--- src/hw/rtl/msf_pkg.sv ---
// Package for the median spike filter: widths, reset values, register codes
// and the record that one cell of the sorted window hands to its neighbors.
// No dependencies.
`default_nettype none

package msf_pkg;

  // Width of a pressure sample and of every value held in the window.
  localparam int DATA_W = 24;

  // Default number of samples in the window (legal range 1 to 32).
  localparam int WINDOW_DEF = 5;

  // Age counter width, sized for the largest legal window.
  localparam int AGE_W = 5;

  // Configuration port geometry: 32-bit data, one register at byte address 0.
  localparam int PDATA_W = 32;
  localparam int PADDR_W = 3;
  localparam int REG_IDX_W = PADDR_W - 2;

  // Register indexes.
  localparam logic [REG_IDX_W-1:0] REG_SPIKE_THRESHOLD = 1'b0;

  // Reset value of the spike threshold.
  localparam logic [DATA_W-1:0] THRESHOLD_RESET = 24'd100000;

  // What one cell shows its neighbors: its value, the age of that value and
  // whether the value is greater than the sample now being inserted.
  typedef struct packed {
    logic [DATA_W-1:0] val;
    logic [AGE_W-1:0]  age;
    logic              gt;
  } cell_view_t;

endpackage

`default_nettype wire

--- src/hw/rtl/msf_cell.sv ---
// One cell of the sorted window: holds one sample and its age, and on every
// accepted beat drops the oldest entry and inserts the new one in order.
// Depends on msf_pkg.
`default_nettype none

module msf_cell #(
  parameter int WINDOW = msf_pkg::WINDOW_DEF,
  parameter int INDEX  = 0
) (
  input  wire logic                       clk,
  input  wire logic                       rst,
  input  wire logic                       load,
  input  wire logic [msf_pkg::DATA_W-1:0] sample,
  input  wire msf_pkg::cell_view_t        left,
  input  wire msf_pkg::cell_view_t        right,
  input  wire logic                       oldest_below_in,
  output logic                            oldest_below_out,
  output msf_pkg::cell_view_t             view
);

  localparam bit HAS_LEFT  = (INDEX > 0);
  localparam bit HAS_RIGHT = (INDEX < WINDOW - 1);
  localparam logic [msf_pkg::AGE_W-1:0] AGE_MAX   = msf_pkg::AGE_W'(WINDOW - 1);
  localparam logic [msf_pkg::AGE_W-1:0] AGE_RESET = msf_pkg::AGE_W'(WINDOW - 1 - INDEX);

  logic [msf_pkg::DATA_W-1:0] val;
  logic [msf_pkg::DATA_W-1:0] val_next;
  logic [msf_pkg::AGE_W-1:0]  age;
  logic [msf_pkg::AGE_W-1:0]  age_next;
  logic                       oldest_here;
  msf_pkg::cell_view_t        rem_here;
  msf_pkg::cell_view_t        rem_left;

  assign view = '{val: val, age: age, gt: (val > sample)};

  // The oldest entry leaves the list; everything above it slides down one.
  assign oldest_here      = (age == AGE_MAX);
  assign oldest_below_out = oldest_below_in | oldest_here;

  // Entries of the list with the oldest removed, at this place and one below.
  assign rem_here = oldest_below_out ? right : view;
  assign rem_left = oldest_below_in  ? view  : left;

  always_comb begin
    priority if (HAS_RIGHT && !rem_here.gt) begin
      val_next = rem_here.val;
      age_next = rem_here.age + msf_pkg::AGE_W'(1);
    end else if (HAS_LEFT && rem_left.gt) begin
      val_next = rem_left.val;
      age_next = rem_left.age + msf_pkg::AGE_W'(1);
    end else begin
      val_next = sample;
      age_next = '0;
    end
  end

  always_ff @(posedge clk) begin
    if (rst) begin
      val <= '0;
      age <= AGE_RESET;
    end else if (load) begin
      val <= val_next;
      age <= age_next;
    end
  end

endmodule

`default_nettype wire

--- src/hw/rtl/msf_spike.sv ---
// Median and spike decision stages: averages the two middle taps of the
// window, then compares the distance to the threshold. Depends on msf_pkg.
`default_nettype none

module msf_spike (
  input  wire logic                       clk,
  input  wire logic                       advance,
  input  wire logic [msf_pkg::DATA_W-1:0] sample,
  input  wire logic [msf_pkg::DATA_W-1:0] mid_lo,
  input  wire logic [msf_pkg::DATA_W-1:0] mid_hi,
  input  wire logic [msf_pkg::DATA_W-1:0] threshold,
  output logic      [msf_pkg::DATA_W-1:0] cleaned,
  output logic      [msf_pkg::DATA_W-1:0] median,
  output logic                            spike
);

  logic [msf_pkg::DATA_W:0]   mid_sum;
  logic [msf_pkg::DATA_W-1:0] med_s2;
  logic [msf_pkg::DATA_W-1:0] smp_s2;
  logic [msf_pkg::DATA_W-1:0] distance;
  logic                       spike_next;

  // For an odd window both taps are the middle cell, so the average is exact.
  assign mid_sum = {1'b0, mid_lo} + {1'b0, mid_hi};

  assign distance   = (med_s2 > smp_s2) ? (med_s2 - smp_s2) : (smp_s2 - med_s2);
  assign spike_next = (distance > threshold);

  always_ff @(posedge clk) begin
    if (advance) begin
      med_s2  <= mid_sum[msf_pkg::DATA_W:1];
      smp_s2  <= sample;
      median  <= med_s2;
      spike   <= spike_next;
      cleaned <= spike_next ? med_s2 : smp_s2;
    end
  end

endmodule

`default_nettype wire

--- src/hw/rtl/median_spike_filter.sv ---
// Top level of the median spike filter: configuration register, the chain of
// sorted window cells and the three-stage result pipeline.
// Depends on msf_pkg, msf_cell and msf_spike.
//
// Usage:
//   Samples enter on the sample channel (sample_valid / sample_ready) and one
//   result beat leaves on the result channel (result_valid / result_ready)
//   for each sample, carrying cleaned, median and spike.
//   The window is a row of WINDOW cells kept in ascending order. Each cell
//   tracks the age of its value; on an accepted beat the oldest entry drops
//   out and the new sample is slotted in, all cells updating together.
//   From the accepting edge a beat passes valid_s1 and valid_s2 before
//   result_valid rises. The block takes one beat per cycle while no result
//   is stalled; the whole cell row is updated at once on each insert.
//   Reset clears the window to zeros (so the first medians count those zeros),
//   loads the threshold with 100000 and empties the pipeline.
//   When the receiver holds result_ready low with a result pending, the whole
//   pipeline and the window freeze and sample_ready drops until it is taken.
//   The threshold is written through the APB-style port at byte address 0.
//   A distance equal to the threshold is not a spike.
`default_nettype none

module median_spike_filter #(
  parameter int WINDOW = msf_pkg::WINDOW_DEF
) (
  input  wire logic                        clk,
  input  wire logic                        rst,
  // Configuration port.
  input  wire logic                        psel,
  input  wire logic                        penable,
  input  wire logic                        pwrite,
  input  wire logic [msf_pkg::PADDR_W-1:0] paddr,
  input  wire logic [msf_pkg::PDATA_W-1:0] pwdata,
  output logic      [msf_pkg::PDATA_W-1:0] prdata,
  output logic                             pready,
  // Sample channel.
  input  wire logic                        sample_valid,
  output logic                             sample_ready,
  input  wire logic [msf_pkg::DATA_W-1:0]  sample,
  // Result channel.
  output logic                             result_valid,
  input  wire logic                        result_ready,
  output logic      [msf_pkg::DATA_W-1:0]  cleaned,
  output logic      [msf_pkg::DATA_W-1:0]  median,
  output logic                             spike
);

  localparam int MID_LO = (WINDOW - 1) / 2;
  localparam int MID_HI = WINDOW / 2;

  logic [msf_pkg::DATA_W-1:0]    threshold;
  logic [msf_pkg::REG_IDX_W-1:0] reg_idx;
  logic                          reg_write;

  logic                          advance;
  logic                          accept;
  logic                          valid_s1;
  logic                          valid_s2;
  logic [msf_pkg::DATA_W-1:0]    sample_s1;

  msf_pkg::cell_view_t           views [WINDOW];
  logic [WINDOW:0]               oldest_below;

  // ---------------------------------------------------------------------------
  // Configuration register. The port never waits; reads return the threshold
  // and zero for any unused address.
  // ---------------------------------------------------------------------------
  assign pready    = 1'b1;
  assign reg_idx   = paddr[msf_pkg::PADDR_W-1:2];
  assign reg_write = psel & penable & pwrite & pready;

  always_ff @(posedge clk) begin
    if (rst) begin
      threshold <= msf_pkg::THRESHOLD_RESET;
    end else if (reg_write) begin
      unique case (reg_idx)
        msf_pkg::REG_SPIKE_THRESHOLD: threshold <= pwdata[msf_pkg::DATA_W-1:0];
        default: ;
      endcase
    end
  end

  always_comb begin
    unique case (reg_idx)
      msf_pkg::REG_SPIKE_THRESHOLD: begin
        prdata = {{(msf_pkg::PDATA_W - msf_pkg::DATA_W){1'b0}}, threshold};
      end
      default: prdata = '0;
    endcase
  end

  // ---------------------------------------------------------------------------
  // Pipeline control. Everything moves together unless a finished result is
  // waiting on a stalled receiver.
  // ---------------------------------------------------------------------------
  assign advance      = !result_valid || result_ready;
  assign sample_ready = advance;
  assign accept       = sample_valid && advance;

  always_ff @(posedge clk) begin
    if (rst) begin
      valid_s1     <= 1'b0;
      valid_s2     <= 1'b0;
      result_valid <= 1'b0;
    end else if (advance) begin
      valid_s1     <= sample_valid;
      valid_s2     <= valid_s1;
      result_valid <= valid_s2;
    end
  end

  always_ff @(posedge clk) begin
    if (accept) begin
      sample_s1 <= sample;
    end
  end

  // ---------------------------------------------------------------------------
  // Sorted window. Cell 0 holds the smallest value. The oldest-entry flag
  // ripples upward so each cell knows whether the leaving entry sits below it.
  // ---------------------------------------------------------------------------
  assign oldest_below[0] = 1'b0;

  for (genvar i = 0; i < WINDOW; i++) begin : g_cell
    msf_pkg::cell_view_t left_view;
    msf_pkg::cell_view_t right_view;

    if (i > 0) begin : g_left
      assign left_view = views[i-1];
    end else begin : g_no_left
      assign left_view = '0;
    end

    if (i < WINDOW - 1) begin : g_right
      assign right_view = views[i+1];
    end else begin : g_no_right
      assign right_view = '0;
    end

    msf_cell #(
      .WINDOW (WINDOW),
      .INDEX  (i)
    ) u_cell (
      .clk              (clk),
      .rst              (rst),
      .load             (accept),
      .sample           (sample),
      .left             (left_view),
      .right            (right_view),
      .oldest_below_in  (oldest_below[i]),
      .oldest_below_out (oldest_below[i+1]),
      .view             (views[i])
    );
  end

  // ---------------------------------------------------------------------------
  // Median and spike decision. The middle cells are read into med_s2 after the
  // insert, while the next sample may already be going into the window.
  // ---------------------------------------------------------------------------
  msf_spike u_spike (
    .clk       (clk),
    .advance   (advance),
    .sample    (sample_s1),
    .mid_lo    (views[MID_LO].val),
    .mid_hi    (views[MID_HI].val),
    .threshold (threshold),
    .cleaned   (cleaned),
    .median    (median),
    .spike     (spike)
  );

endmodule

`default_nettype wire

--- config.mk ---
export PLATFORM = sky130hd
export DESIGN_NAME = median_spike_filter
export DESIGN_NICKNAME = d
export VERILOG_FILES = /design/src/hw/rtl/msf_pkg.sv /design/src/hw/rtl/msf_cell.sv /design/src/hw/rtl/msf_spike.sv /design/src/hw/rtl/median_spike_filter.sv
export SDC_FILE = /design/constraint.sdc
export NUM_CORES = 1
export LEC_CHECK = 0
export BUFFER_PORTS_ARGS = -buffer_cell sky130_fd_sc_hd__buf_2
export CAP_MARGIN = 5
export CORE_AREA = 4 4 229 231
export CTS_CLUSTER_SIZE = 24
export DETAILED_ROUTE_END_ITERATION = 8
export DIE_AREA = 0 0 233 235
export SYNTH_ARGS = -nofsm -noshare
export SYNTH_HDL_FRONTEND = slang
export SYNTH_HIERARCHICAL = 1
export SYNTH_SLANG_ARGS = --single-unit
--- constraint.sdc ---
create_clock -name clk -period 8.1 [get_ports clk]
set_input_delay 1.215 -clock clk [delete_from_list [all_inputs] [get_ports clk]]
set_output_delay 1.215 -clock clk [all_outputs]
set_load 0.02 [all_outputs]
Word level (Yosys, flattened, before mapping)
Index checks and enable logic that the tools add are counted.
{ "totals": {"regBits": 293, "out_inout_bits": 84, "in_bits": 66} }
{ "op_classes": {"n_lt_le_gt_ge": 7, "muxes": 23, "n_addsub": 7, "n_eq_ne": 4, "bitwise": 6, "reduce_logical": 4} }
{ "ops": {"columns": ["cell", "n"], "rows": [
  ["$mux W24", 11],
  ["$gt A24 B24 Y1", 7],
  ["$mux W30", 4],
  ["$sub A24 B24 Y24", 2],
  ["$mux W5", 8],
  ["$add A24 B24 Y25", 1],
  ["$add A5 B1 Y5 const B", 4],
  ["$eq A5 B3 Y1 const B", 4],
  ["$or A1 B1 Y1", 3],
  ["$and A1 B1 Y1", 2],
  ["$reduce_and A2 Y1", 1],
  ["$logic_and A1 B1 Y1", 1],
  ["$logic_not A1 Y1", 1],
  ["$logic_or A1 B1 Y1", 1],
  ["$not A1 Y1", 1]
]} }

Logic depth before layout (Yosys ltp)
Gate-level depths: netlist of run 1.
{ "logic_depth": {"depth_word": 7, "mapped_depth": 22, "mapped_depth_nobuf": 19} }

Modules after synthesis
The synthesis of run 1 kept the hierarchy.
{ "by_module_without_submodules": {"columns": ["mod", "area_each_um2", "cells_per_inst", "n_inst", "seq_area_each_um2"], "rows": [
  ["msf_spike", 7504.7, 741, 1, 2912.8],
  ["msf_cell (g_cell[1].u_cell)", 2821.5, 367, 1, 580.6],
  ["msf_cell (g_cell[3].u_cell)", 2715.1, 344, 1, 580.6],
  ["msf_cell (g_cell[2].u_cell)", 2698.8, 343, 1, 580.6],
  ["msf_cell (g_cell[4].u_cell)", 2519.9, 319, 1, 580.6],
  ["msf_cell (g_cell[0].u_cell)", 2293.4, 289, 1, 580.6],
  ["median_spike_filter", 2025.7, 180, 1, 1261.2]
]} }

Least setup slack after synthesis of run 1
No wires, ideal clock.
{ "synth_path": {"path_type": "input-to-reg", "startpoint": "in result_ready", "endpoint": "reg g_cell[2].u_cell/val[11] (netlist bit)", "setup_ns": 0.134, "arrival_time_ns": 6.616, "path_stages": 9, "slack_ns": 1.349, "cell_sequence": "nand2b_1 -> clkbuf_1 -> and2_1 -> buf_1 -> inv_1 -> a31o_2 -> nor2_2 -> buf_2 -> a211oi_1"} }
{ "synth_between": {"elab_chain_len": 2} }
{ "synth_rtl": {"columns": ["element", "line_no", "rtl"], "rows": [
  ["from (decl)", "median_spike_filter.sv:42", "input wire logic result_ready,"],
  ["$logic_or A1 B1 Y1", "median_spike_filter.sv:96", "assign advance = !result_valid || result_ready;"],
  ["named net sample_ready", "median_spike_filter.sv:38", "output logic sample_ready,"],
  ["$logic_and A1 B1 Y1", "median_spike_filter.sv:98", "assign accept = sample_valid && advance;"],
  ["named net accept", "median_spike_filter.sv:56", "logic accept;"],
  ["to (signal assigned)", "msf_cell.sv:62", "val <= val_next;"],
  ["to (decl)", "msf_cell.sv:26", "logic [msf_pkg::DATA_W-1:0] val;"]
]} }
The timed path passes the listed nets, and every way through them passes these cells.
A chain may end at the register's enable or synchronous reset.

Worst setup path in the final report of run 1
{ "layout_path": {"startpoint": "reg u_spike/med_s2[0] (netlist bit)", "endpoint": "reg u_spike/cleaned[1] (netlist bit) (data pin)"} }
{ "layout_between": {"elab_chain_len": 4, "word_cells_on_any_way": 6, "classes_between": "add/sub: 2; order compare: 2; mux: 2"} }
{ "layout_rtl": {"columns": ["element", "line_no", "rtl"], "rows": [
  ["from (decl)", "msf_spike.sv:18", "logic [msf_pkg::DATA_W-1:0] med_s2;"],
  ["from (signal assigned)", "msf_spike.sv:31", "med_s2 <= mid_sum[msf_pkg::DATA_W:1];"],
  ["$sub A24 B24 Y24 / $gt A24 B24 Y1 (equally long branches)", "msf_spike.sv:26", "assign distance = (med_s2 > smp_s2) ? (med_s2 - smp_s2) : (smp_s2 - med_s2);"],
  ["$mux W24 *", "msf_spike.sv:26", null],
  ["$gt A24 B24 Y1 *", "msf_spike.sv:27", "assign spike_next = (distance > threshold);"],
  ["$mux W24 *", "msf_spike.sv:35", "cleaned <= spike_next ? med_s2 : smp_s2;"],
  ["to (signal assigned)", "msf_spike.sv:35", null],
  ["to (decl)", "msf_spike.sv:12", "output logic [msf_pkg::DATA_W-1:0] cleaned,"]
]} }
Mark *: on every way between the ends. The rest lies on a longest branch, timed or not.

==> results of run 1 <==
## where the power goes
| group | total (mW) | switching (mW) | internal, mW |
|---|---|---|---|
| clock network | 1.76 | 0.688 | 1.07 |
| logic | 4.88 | 3.02 | 1.87 |
| registers | 2.48 | 0.452 | 2.03 |
| total | 9.13 | 4.16 | 4.97 |
## per-stage QoR
step / hold WS [ns] / utilization
finish: 0.408 / 0.496
global route: 0.424 / 0.496
CTS: 0.412 / 0.496
detailed placement: 0.405 / 0.470
global placement: 0.401 / 0.470
floorplan: 0.400 / -
## sequential cells by signal, summed over array words and instances, names as in the netlist
register           cells
g_cell.u_cell/age     25
g_cell.u_cell/val    120
u_spike/median        24
valid_s2               1
valid_s1               1
u_spike/smp_s2        24
result_valid           1
u_spike/cleaned       24
sample_s1             24
threshold             24
u_spike/spike          1
u_spike/med_s2        24
## critical path, stage by stage (launching register included)
cell and delay [ns]:
edfxtp_1 0.41, inv_1 0.09, ha_1 0.18, inv_1 0.06
fa_1 0.43, a211oi_1 0.31, o21ai_0 0.23, a21oi_1 0.27
o21ai_1 0.25, o21ai_2 0.39, buf_4 0.34, mux2i_1 0.25
xor2_1 0.22, ha_1 0.27, a21o_1 0.18, a21o_1 0.18
a21oi_1 0.15, nor3_1 0.05, or3_1 0.41, o21ai_4 0.63
buf_4 0.36, mux2i_1 0.24
## cell usage in the layout (no fill, tap or decap), types with 21 or more instances in the layout
cell type / n
nor3_1: 35
o21ai_0: 84
a21o_1: 45
nor2b_1: 67
mux2i_1: 97
nand2_1: 191
a41oi_1: 29
nand3_1: 30
nor2_1: 166
a21oi_1: 237
inv_1: 251
a32oi_1: 41
clkbuf_16: 41
a211oi_1: 52
a21oi_2: 36
nand4_1: 39
nand2b_1: 25
xnor2_1: 41
or3_1: 29
xor2_1: 24
edfxtp_1: 121
buf_2: 129
o31ai_1: 55
ha_1: 222
dfxtp_1: 172
mux2_2: 21
buf_4: 23
## final cells by class
class | count | area [sq um]
timing repair buffer | 153 | 830
clock inverter | 14 | 163
clock buffer | 52 | 1130
sequential | 293 | 7080
multi-input combinational | 1889 | 13800
inverter | 256 | 961
fill | 4829 | 25200
tap | 672 | 841
## per-layer routing
layer / vias up / GRT usage / wire, um
met3: 149 / 0.0306 / 3460
met4: 0 / 0.0886 / 2700
met5: - / 0 / 0
li1: 9559 / - / -
met2: 627 / 0.425 / 33900
met1: 9474 / 0.324 / 30500
## worst max path at each step
stage / start / endpoint / slack (ns) / cells past startpoint
floorplan: result_ready / g_cell[2].u_cell/val[11]$_SDFFE_PP0P_ / 1.35 / 9
global placement: u_spike/med_s2[0]$_DFFE_PP_ / u_spike/cleaned[5]$_DFFE_PP_ / 2.06 / 21
detailed placement: u_spike/med_s2[0]$_DFFE_PP_ / u_spike/cleaned[5]$_DFFE_PP_ / 2.03 / 21
CTS: u_spike/med_s2[0]$_DFFE_PP_ / u_spike/cleaned[5]$_DFFE_PP_ / 1.99 / 21
global route: u_spike/med_s2[0]$_DFFE_PP_ / u_spike/cleaned[5]$_DFFE_PP_ / 1.71 / 21
finish: u_spike/med_s2[0]$_DFFE_PP_ / u_spike/cleaned[1]$_DFFE_PP_ / 2.04 / 21
==> metrics, run 1 <==
VDD IR max=0.216 mV; post-place setup slack=2.03 ns; clock-pin slew on the worst setup and hold paths=0.06 ns; max-slew violation count=0; Setup CP Type=reg2reg; cell area after synthesis=~23000 sq um; Root Driver=clkbuf_16; CTS tree=done; Hold Crit Depth=0; Placed Instances=roughly 3300; r2r setup slk=2.04 ns; Worst Path Required=8.49 ns; first-pass GRT wire length=110000 um; endpoints failing setup=0; ANT nets after route=0; Non-Filler Instances=~3300; RSZ-0062 raised after global routing=false; fraction of layout cells with a size suffix above 1=0.140; clock sinks=between 200 and 300; row count=82; Die X=233 um; initial antenna violation count=1; Clk Latency, worst-skew pair=0.56 ns; largest net degree at the start of global routing=around 120; min-delay src=sample_s1[10]$_DFFE_PP_; Final HPWL DP=51800 um; outcome=finished, final reports clean; total power draw=9.13 mW; CTS H-tree lvls=2; FMAX=165 MHz; Worst R2R Path Depth=21; Via-to-Cell Ratio=5.95; Worst Path Arrival=6.45 ns; Final min period=6.06 ns; CTS buffer count=37; fin nets=between 2000 and 3000; CP max FO=17; PwrDens=367 nW/um^2; overall fraction of global-route tracks in use=0.249; Hold Buf Count CTS=0; Max-cap violations=0; Critical R2R Capture=u_spike/cleaned[1]$_DFFE_PP_; die area=54800 sq um; routed wire length=70600 um; Lkg Pwr=between 10 and 15 nW; Sum Neg Setup Slack=0 ns; Vias=approximately 20000; Final GP Congestion=0.943; yosys warns=6; final instance area=24800 sq um; global route total overflow=0; Worst-Margin Slew=around 1.3 ns; Initial Util=0.451; CTS resizes=0; startpoint class of the critical path=flip-flop; first-pass iteration count of the detailed router=5; vias in the first global route=about 19000; Placement Cell Area=23500 sq um; Initial DRC Count=1430; R2R Path Start=u_spike/med_s2[0]$_DFFE_PP_; ant diodes=0; core area=~50000 sq um; hold endpoint=u_spike/smp_s2[10]$_DFFE_PP_; setup bufs post-CTS=0; Worst Setup End Kind=flip-flop; Final Skew=0.0280 ns; DRC=0; Avg Cell Area, Syn=8.74 sq um; post-DR wirelength/cell=21.2 um; Die Span Y=approximately 240 um; post-synthesis cell count=about 2600; IO Pins=150; I/O Buffers=130; Final Hold Viols=0; clk buf depth=3; fin worst setup slack=2.04 ns; Max-slew headroom=0.139; final worst path period share=0.748; Area growth syn-to-layout=10.1%; Worst Hold Class=reg2reg
Note: power is estimated with default switching activity, not from simulation.
==> inputs of run 2 (changes only) <==
clock period = 4.9 ns   (was 8.1 ns; I/O delays follow)
==> run 2 against run 1 <==
- sequential power rose by 64%
- critical path depth fell by 3
- critical path type unchanged
- via count rose by 1.8%
- maximum frequency rose by 29%
- largest power group unchanged
- highest routed layer unchanged
==> metrics, run 2 (synthesized netlist as in run 1, its figures left out) <==
outcome=finished, final reports clean; Final min period=4.68 ns (-1.37 ns); Die X=233 um (unchanged); overall fraction of global-route tracks in use=0.255 (+0.00546); Flop pwr share=0.262 (-0.010); I/O Buffers=130 (unchanged); Initial DRC Count=1459 (+2.0%); largest reg by FF count=g_cell.u_cell/val; CTS tree=done; startpoint class of the critical path=flip-flop; Area growth syn-to-layout=13.4%; switching share of power=0.447 (-0.00866); post-place setup slack=-0.150 ns (-2.18 ns); Worst Path Arrival=5.01 ns (-1.44 ns); Die Span Y=235 um (unchanged); Worst Setup End Kind=flip-flop; IO Pins=150 (unchanged); core area=50100 sq um (unchanged); largest net degree at the start of global routing=74 (-36%); R2R Path Start=u_spike/med_s2[14]$_DFFE_PP_; max-slew violation count=0 (unchanged); commonest non-fill, non-tap cell in the layout=inv_1; Via-to-Cell Ratio=5.89 (-1.1%); Max-slew headroom=0.227 (+0.0877); max reg flops=120 (unchanged); fraction of layout cells with a size suffix above 1=0.173 (+0.0335); RSZ-0062 raised after global routing=false; largest registers=g_cell.u_cell/val (120), g_cell.u_cell/age (25); fin worst setup slack=0.217 ns (-1.83 ns); row count=82 (unchanged); FMAX=214 MHz (+29%); VDD IR max=0.375 mV (+73%); Clk Latency, worst-skew pair=0.57 ns (about the same); WHS=0.394 ns (-0.0141 ns); most frequent cells in the layout=inv_1, a21oi_1, ha_1; Placement Cell Area=24200 sq um (+2.9%); crit-path cells=inv_1, ha_1, a21oi_1, nand2b_1, a2111oi_2, buf_4, o31ai_1, mux2i_1, xnor2_1, ha_1, a21o_1, a21o_1, a21oi_1, o21ai_0, or3_4, o21ai_4, buf_12, mux2_2; Root Driver=clkbuf_16; DRC=0 (unchanged); global route total overflow=0 (unchanged); fin nets=3013 (+3.1%); Int Pwr=8.59 mW (+73%); routed wire length=71500 um (+1.3%); first-pass GRT wire length=112000 um (+2.2%); Worst Path Required=5.22 ns (-3.27 ns); vias in the first global route=20000 (+3.8%); Final GP Congestion=0.937 (-0.60%); initial antenna violation count=1 (unchanged); PwrDens=607 nW/um^2 (+65%); CP max stage cell=a2111oi_2; Worst-Margin Slew=1.16 ns (-0.108 ns); Initial Util=0.451 (unchanged); Critical R2R Capture=u_spike/cleaned[23]$_DFFE_PP_; Non-Filler Instances=3424 (+2.9%); critical path depth=18 (-14%); Worst R2R Path Depth=18 (-14%); CTS buffer count=37 (unchanged); switching pwr=6.94 mW (+67%); Lkg Pwr=11.1 nW (+4.2%); endpoints failing setup=0 (unchanged); logic gate share of total power=0.556 (+0.021); final instance area=25600 sq um (+3.0%); r2r setup slk=0.22 ns (-1.83 ns); worst path bufs/invs=3 (-1); Vias=20200 (+1.8%); post-DR wirelength/cell=20.9 um (-1.5%); Top delay family on crit path=compound AO/OA/AOI/OAI gates; clk buf depth=3 (unchanged); clock sinks=293 (unchanged); CP max stage delay=0.47 ns (-0.16 ns); Placed Instances=3350 (+2.7%); final worst path period share=0.956 (+0.208); CP max FO=11 (-6); Clock power frac=0.182 (-0.011); Final Hold Viols=0 (unchanged); Worst Hold Class=in2reg; first-pass iteration count of the detailed router=5 (unchanged); ANT nets after route=0 (unchanged); Final Skew=0.0293 ns (+0.00129 ns); die area=54800 sq um (unchanged); Worst Setup EP=u_spike/cleaned[23]$_DFFE_PP_; Setup CP Type=reg2reg; Max-cap violations=0 (unchanged); CP startpoint=u_spike/med_s2[14]$_DFFE_PP_; CTS H-tree lvls=2 (unchanged); clock-pin slew on the worst setup and hold paths=0.06 ns (about the same); Final HPWL DP=54900 um (+6.0%)
[run 2: how the worst min path moves through the flow]
stage	from	endpoint	slack, ns	depth (start not counted)
global route	pwdata[7]	threshold[7]$_SDFFE_PP1P_	0.38	3
CTS	pwdata[7]	threshold[7]$_SDFFE_PP1P_	0.37	3
finish	pwdata[15]	threshold[15]$_SDFFE_PP1P_	0.39	3
detailed placement	sample_s1[16]$_DFFE_PP_	u_spike/smp_s2[16]$_DFFE_PP_	0.40	0
floorplan	sample_s1[0]$_DFFE_PP_	u_spike/smp_s2[0]$_DFFE_PP_	0.40	0
global placement	sample_s1[21]$_DFFE_PP_	u_spike/smp_s2[21]$_DFFE_PP_	0.40	0
[run 2: cell type report]
cell class | instances | area (sq um)
Sequential cell | 293 | 7080
Clock inverter | 18 | 186
Clock buffer | 49 | 1050
Tap cell | 672 | 841
Timing Repair Buffer | 245 | 1580
Fill cell | 4792 | 24500
Antenna cell | 2 | 5.00
Multi-Input combinational cell | 1889 | 13900
Inverter | 256 | 961
[run 2: layer usage]
layer,share of wire,up-vias,track usage
li1,-,9749,-
met4,0.046,0,0.105
met3,0.042,167,0.0327
met2,0.48,546,0.434
met1,0.43,9696,0.324
met5,0,-,0
[run 2: through the flow]
stage / utilization / total power, mW / TNS [ns]
global route: 0.511 / 16.7 / 0
global placement: 0.484 / 12.3 / -1.05
floorplan: - / 9.94 / 0
CTS: 0.509 / 15.4 / 0
finish: 0.511 / 15.5 / 0
detailed placement: 0.484 / 12.5 / -1.42
[run 2: power groups by stage]
| stage | Sequential (mW) | Combinational (mW) | Clock (mW) |
|---|---|---|---|
| after floorplan | 4.06 | 5.88 | 0 |
| after global placement | 4.11 | 8.20 | 0 |
| after detailed placement | 4.12 | 8.34 | 0 |
| after CTS | 4.08 | 8.41 | 2.91 |
| after global routing | 4.15 | 9.51 | 3.01 |
| final | 4.07 | 8.63 | 2.83 |
[run 2: worst min-delay path: cells and delay by family]
kind                   cells  cell delay (ns)
buffers and inverters      1             0.09
and+or+nand+nor            2             0.11
[run 2: timing repair]
action                     in CTS  in global routing
pin swaps                       1                  2
setup buffers                   0                  5
setup endpoints to repair      21                 25
hold buffers                    0                  0
gates resized for setup         5                 17
